[config.mk]
export PLATFORM = sky130hd
export DESIGN_NAME = sat_cell
export DESIGN_NICKNAME = d
export VERILOG_FILES = /design/src/rtl/core/sat_pkg.sv /design/src/rtl/core/sat_cell.sv
export SDC_FILE = /design/constraint.sdc
export NUM_CORES = 1
export LEC_CHECK = 0
export ABC_AREA = 1
export BUFFER_PORTS_ARGS = -buffer_cell sky130_fd_sc_hd__buf_4
export CORE_MARGIN = 2
export CORE_UTILIZATION = 48
export CTS_BUF_LIST = sky130_fd_sc_hd__clkbuf_16
export CTS_CLUSTER_SIZE = 12
export DETAILED_ROUTE_END_ITERATION = 10
export PLACE_DENSITY = 0.87
export SLEW_MARGIN = 20
export SYNTH_ARGS = -nofsm -noshare
export SYNTH_HDL_FRONTEND = slang
export SYNTH_SLANG_ARGS = --single-unit
[constraint.sdc]
create_clock -name clk -period 5.5 [get_ports clk]
set_input_delay 1.375 -clock clk [delete_from_list [all_inputs] [get_ports clk]]
set_output_delay 1.375 -clock clk [all_outputs]
set_load 0.005 [all_outputs]
[src/rtl/core/sat_pkg.sv]
// Package for the sorted array table: sizes, action and status codes,
// and the control bundle broadcast to every table cell. No dependencies.
package sat_pkg;

    localparam int CAPACITY  = 64;
    localparam int KEY_W     = 32;
    localparam int ACT_W     = 2;
    localparam int SLOT_W    = 6;
    localparam int CNT_OUT_W = 7;
    localparam int STATUS_W  = 2;

    localparam int IDX_W = (CAPACITY > 1) ? $clog2(CAPACITY) : 1;
    localparam int CNT_W = $clog2(CAPACITY + 1);
    // width that holds both a slot index and a count for compares
    localparam int CMP_W = (CNT_W > SLOT_W) ? CNT_W : SLOT_W;

    localparam logic [ACT_W-1:0] ACT_INSERT = 2'd0;
    localparam logic [ACT_W-1:0] ACT_LOOKUP = 2'd1;
    localparam logic [ACT_W-1:0] ACT_REMOVE = 2'd2;

    localparam logic [STATUS_W-1:0] ST_OK    = 2'd0;
    localparam logic [STATUS_W-1:0] ST_FULL  = 2'd1;
    localparam logic [STATUS_W-1:0] ST_RANGE = 2'd2;

    typedef struct packed {
        logic              shift_up;
        logic              shift_down;
        logic [KEY_W-1:0]  key;
        logic [SLOT_W-1:0] idx;
        logic [CNT_W-1:0]  count;
    } cell_ctl_t;

endpackage

[src/rtl/core/sat_cell.sv]
// One slot of the sorted table: holds a key, compares it with the broadcast
// key, and takes the new key or its left or right neighbor's key on a shift. Uses sat_pkg.
module sat_cell
(
    input  logic                         clk,
    input  sat_pkg::cell_ctl_t           ctl,
    input  logic [sat_pkg::IDX_W-1:0]    my_index,
    input  logic                         left_lt,
    input  logic [sat_pkg::KEY_W-1:0]    left_key,
    input  logic [sat_pkg::KEY_W-1:0]    right_key,
    output logic                         lt,
    output logic [sat_pkg::KEY_W-1:0]    key,
    output logic [sat_pkg::KEY_W-1:0]    rd_key
);

    logic [sat_pkg::KEY_W-1:0] key_reg;
    logic [sat_pkg::KEY_W-1:0] key_next;
    logic [sat_pkg::CMP_W-1:0] index_ext;
    logic [sat_pkg::CMP_W-1:0] idx_ext;
    logic                      occupied;

    assign index_ext = sat_pkg::CMP_W'(my_index);
    assign idx_ext   = sat_pkg::CMP_W'(ctl.idx);
    assign occupied  = index_ext < sat_pkg::CMP_W'(ctl.count);

    // first cell not below the new key is where the key lands
    assign lt     = occupied && (key_reg < ctl.key);
    assign key    = key_reg;
    assign rd_key = (index_ext == idx_ext) ? key_reg : '0;

    always_comb
    begin
        key_next = key_reg;
        if (ctl.shift_up && !lt)
        begin
            key_next = left_lt ? ctl.key : left_key;
        end
        else if (ctl.shift_down && (index_ext >= idx_ext))
        begin
            key_next = right_key;
        end
    end

    always_ff @(posedge clk)
    begin
        key_reg <= key_next;
    end

endmodule

Yosys cells after proc, flatten, opt, wreduce, memory -nomap -nowiden:

Index checks and enable logic that the tools add are counted.

* bits in registers: 32
* input bits: 119
* output and inout bits: 65

* $lt $le $gt $ge: 3
* eq/ne operators: 1
* mux-type cells: 4
* reductions and logical operators: 5

Operator list (number)
* $mux 32: 4
* $lt 32x32->1: 1
* $lt 6x7->1: 1
* $eq 6x6->1: 1
* $ge 6x6->1: 1
* $logic_and 1x1->1: 3
* $reduce_bool 2->1: 1
* $logic_not 1->1: 1

Depth between registers and ports, before layout:

* depth in word-level cells: 5
* gate-level depth with buffers: 16
* depth with buffers taken out: 15

Worst setup path after synthesis:

Ideal clock, no wire load.

* kind: input -> output
* start: input ctl[38] (netlist name)
* end: output lt
* arrival: 2.550 ns
* required time: 4.125 ns
* slack: 1.575 ns
* cell stages on the path: 12
* cells stage by stage: inv_1 -> ha_1 -> nand2_1 -> inv_1 -> o21ai_1 -> nand2_1 -> nand2_1 -> nand4_1 -> nor2_1 -> nand2_4 -> buf_4 -> inv_1

* longest elaborated chain between the ends: 2

Ends and longest elaborated chain
* from (decl): RTL line sat_cell.sv:6 `input sat_pkg::cell_ctl_t ctl,`
* $lt 32x32->1: RTL line sat_cell.sv:27 `assign lt = occupied && (key_reg < ctl.key);`
* $logic_and 1x1->1: RTL line sat_cell.sv:27
* to (decl): RTL line sat_cell.sv:11 `output logic lt,`

No other way between the ends.

Final worst setup path:

* start: input ctl[28] (netlist name)
* end: output lt

Same word-level chain as after synthesis.

==> results.yml <==
synthesis:
  netlist_area_mm2: 0.00313
  synthArstFlopShare_pct: 0
  synth_top_area_share_pct: 30.7
  synthAdderAreaFrac_pct: 16.8
  syn_nets: 615
  synth_area_per_cell_um2: 6.88
  synth_compound_area_share_pct: 9.65
  yosys-top-cells-area: "edfxtp_1 31%, ha_1 17%, nand2_1 12%, inv_1 10%, nor2_1 8.5%"
  synth_edf_count: 32
  synth_common_cells: "103 x nand2_1, 83 x inv_1, 71 x nor2_1, 50 x a21oi_1, 42 x ha_1"
  synth_top_family_by_area: "simple AND/OR/NAND/NOR gates"
  synth_cell_types: 23
  yosys_warnings: 0
  ys_seq_area_share_pct: 30.7
  synthFlopType: "edfxtp_1"
  synth_mux_area_share_pct: 0.360
  yosys.area_share.xor_xnor_pct: 0
  netlist_instances: 454
  yosysMostFrequentCell: "nand2_1"
  synth-seq-cells: 32
  synth_top_area_cell: "edfxtp_1"
  yosys.area_share.simple_pct: 28.9
final_layout:
  largest_reg_flops: 32
  final_net_count: 787
  utilization_pct: 73.7
  synthToLayoutAreaGrowth_pct: 48.9
  design_area_mm2: 0.00465
  antennaDiodeCount: 0
  stdcell_count: 704
  drive_gt1_share_pct: 31.4
  nFillCells: 503
  ff_latch_area_um2: 961
  multi_input_area_mm2: 0.00174
cts:
  clock-sinks: 32
  cts_buffers: 5
  path_clk_slew_ns: 0.06
  clock_latency_ns: 0.27
  tritoncts: "built"
  post_cts_resized: 0
  clock-root-buffer: "clkbuf_16"
  ctsHtreeMaxLevel: 2
  post_cts_buffers: 0
  cts_buffer_depth: 2
  cts_hold_buffers: 0
global_route:
  grt_max_degree: 64
  grt.total_usage_pct: 26.7
  grt_pass1_vias: 3570
  grt_pass1_wl_mm: 15.7
  antenna_found_initial: 0
  gr-total-overflow: 0
placed_design:
  dp.cells: 696
  post-dp-hpwl_mm: 7.56
  gp_congestion: 0.865
  numPortBuffers: 183
  placed_cell_area_mm2: 0.00451
floorplan:
  row_count: 29
  die_x_um: 84.7
  coreArea_mm2: 0.00631
  start_util_pct: 49.5
  dieArea_mm2: 0.00717
  io_pins: 184
  die_h_um: 84.7
timing:
  finalSetupViolations: 0
  clock.fmax_mhz: 231
  relSlewSlack_pct: 47.9
  period_share_pct: 78.8
  drv_slew: 0
  worst_pin_slew_ns: 0.780
  timing.final.hold_violations: 0
  finalSetupTns_ns: 0
  min_period_ns: 4.34
  rsz0062_at_grt: "false"
  fin_skew_ns: 0.00616
  holdWs_ns: 1.37
routing:
  first_pass_iters: 4
  postRouteAntennaNets: 0
  drcViolationCount: 0
  vias_per_cell: 5.03
  avgRoutedWirePerCell_um: 13.8
  drt-total-wl_mm: 9.71
  vias: 3544
  first_iter_violations: 172
worst_setup_path:
  arrival_ns: 2.96
  crit_path_end_kind: "primary output"
  critPathMaxFanout: 34
  cp.required_ns: 4.12
  startpoint_type: "input port"
  r2r-start: "key[15]"
  worstSetupPathType: "in -> out"
  crit_path_start: "ctl[28]"
pwr:
  p_leak_uw: 0.00270
  p_per_area_mw_per_mm2: 231
  ir_worst_vdd_mv: 0.196
worst_hold_path:
  hold_path_startpoint: "right_key[13]"
  worstHoldPathType: "in -> reg"
flow_run:
  cap_viol_max_count: 0
run_status:
  status: "finished clean"
-- metrics by stage --
stage	worst slack, ns	power, µW
after floorplan	1.58	611
after global placement	1.18	793
after detailed placement	1.16	812
after CTS	1.15	1080
after global routing	0.904	1150
final	1.16	1070
-- cell usage in the layout, fill, tap and decap left out, types with 2 or more instances in the layout --
cell type,synthesis,routed
nand2_1,103,103
buf_4,3,184
edfxtp_1,32,32
ha_1,42,42
nand2_4,2,2
nor3_1,2,2
clkbuf_16,0,5
a21oi_1,50,50
o21ai_0,3,3
nand4_1,2,2
nor2_1,71,71
nand3_1,35,35
o21a_1,2,2
inv_1,83,84
-- area by class of cell --
type                    instances  share of cell area [%]
inverters                      83                    6.70
flip-flops and latches         32                    20.7
multi-input cells             319                    37.5
clock buffers                   5                    2.69
well taps                      77                    2.07
repair buffers                185                    30.1
clock inverters                 3                   0.323
-- layer usage --
layer | part of all wire (%) | up-vias | GRT usage, %
li1 | - | 1788 | -
met1 | 39 | 1570 | 31.1
met2 | 52 | 168 | 49.8
met3 | 7.3 | 18 | 4.42
met4 | 2.1 | 0 | 8.08
met5 | 0 | - | 0
-- critical path: stages --
cell     delay [ns]
buf_4          0.07
inv_1          0.04
ha_1           0.29
nand2_1        0.07
inv_1          0.06
nand3_1        0.08
nor3_1         0.16
nand2_1        0.07
nand2_1        0.09
nand2_1        0.09
nand2_4        0.33
inv_1          0.08
buf_4          0.14
-- kinds of logic after synthesis --
| family | count (synthesis) |
|---|---|
| AND/OR/NAND/NOR | 218 |
| buffers and inverters | 103 |
| AO/OA/AOI/OAI | 58 |
| adder cells (fa/ha/maj) | 42 |
| flip-flops | 32 |
| multiplexers | 1 |
-- power breakdown --
group	switching [µW]	leakage [µW]	internal (µW)
registers	40.8	0.000312	336
clock network	101	0.0000687	164
logic	226	0.00232	205
-- path summary, 6_finish.rpt --
path / end / slack, ns / cells after the start
worst max-delay path: lt / 1.16 / 13
worst min-delay path: key[13] / 1.37 / 3
worst max register to register: key[16] / 2.20 / 12
worst min register to register: key[19] / 1.41 / 9
Note: power is estimated with default switching activity, not from simulation.
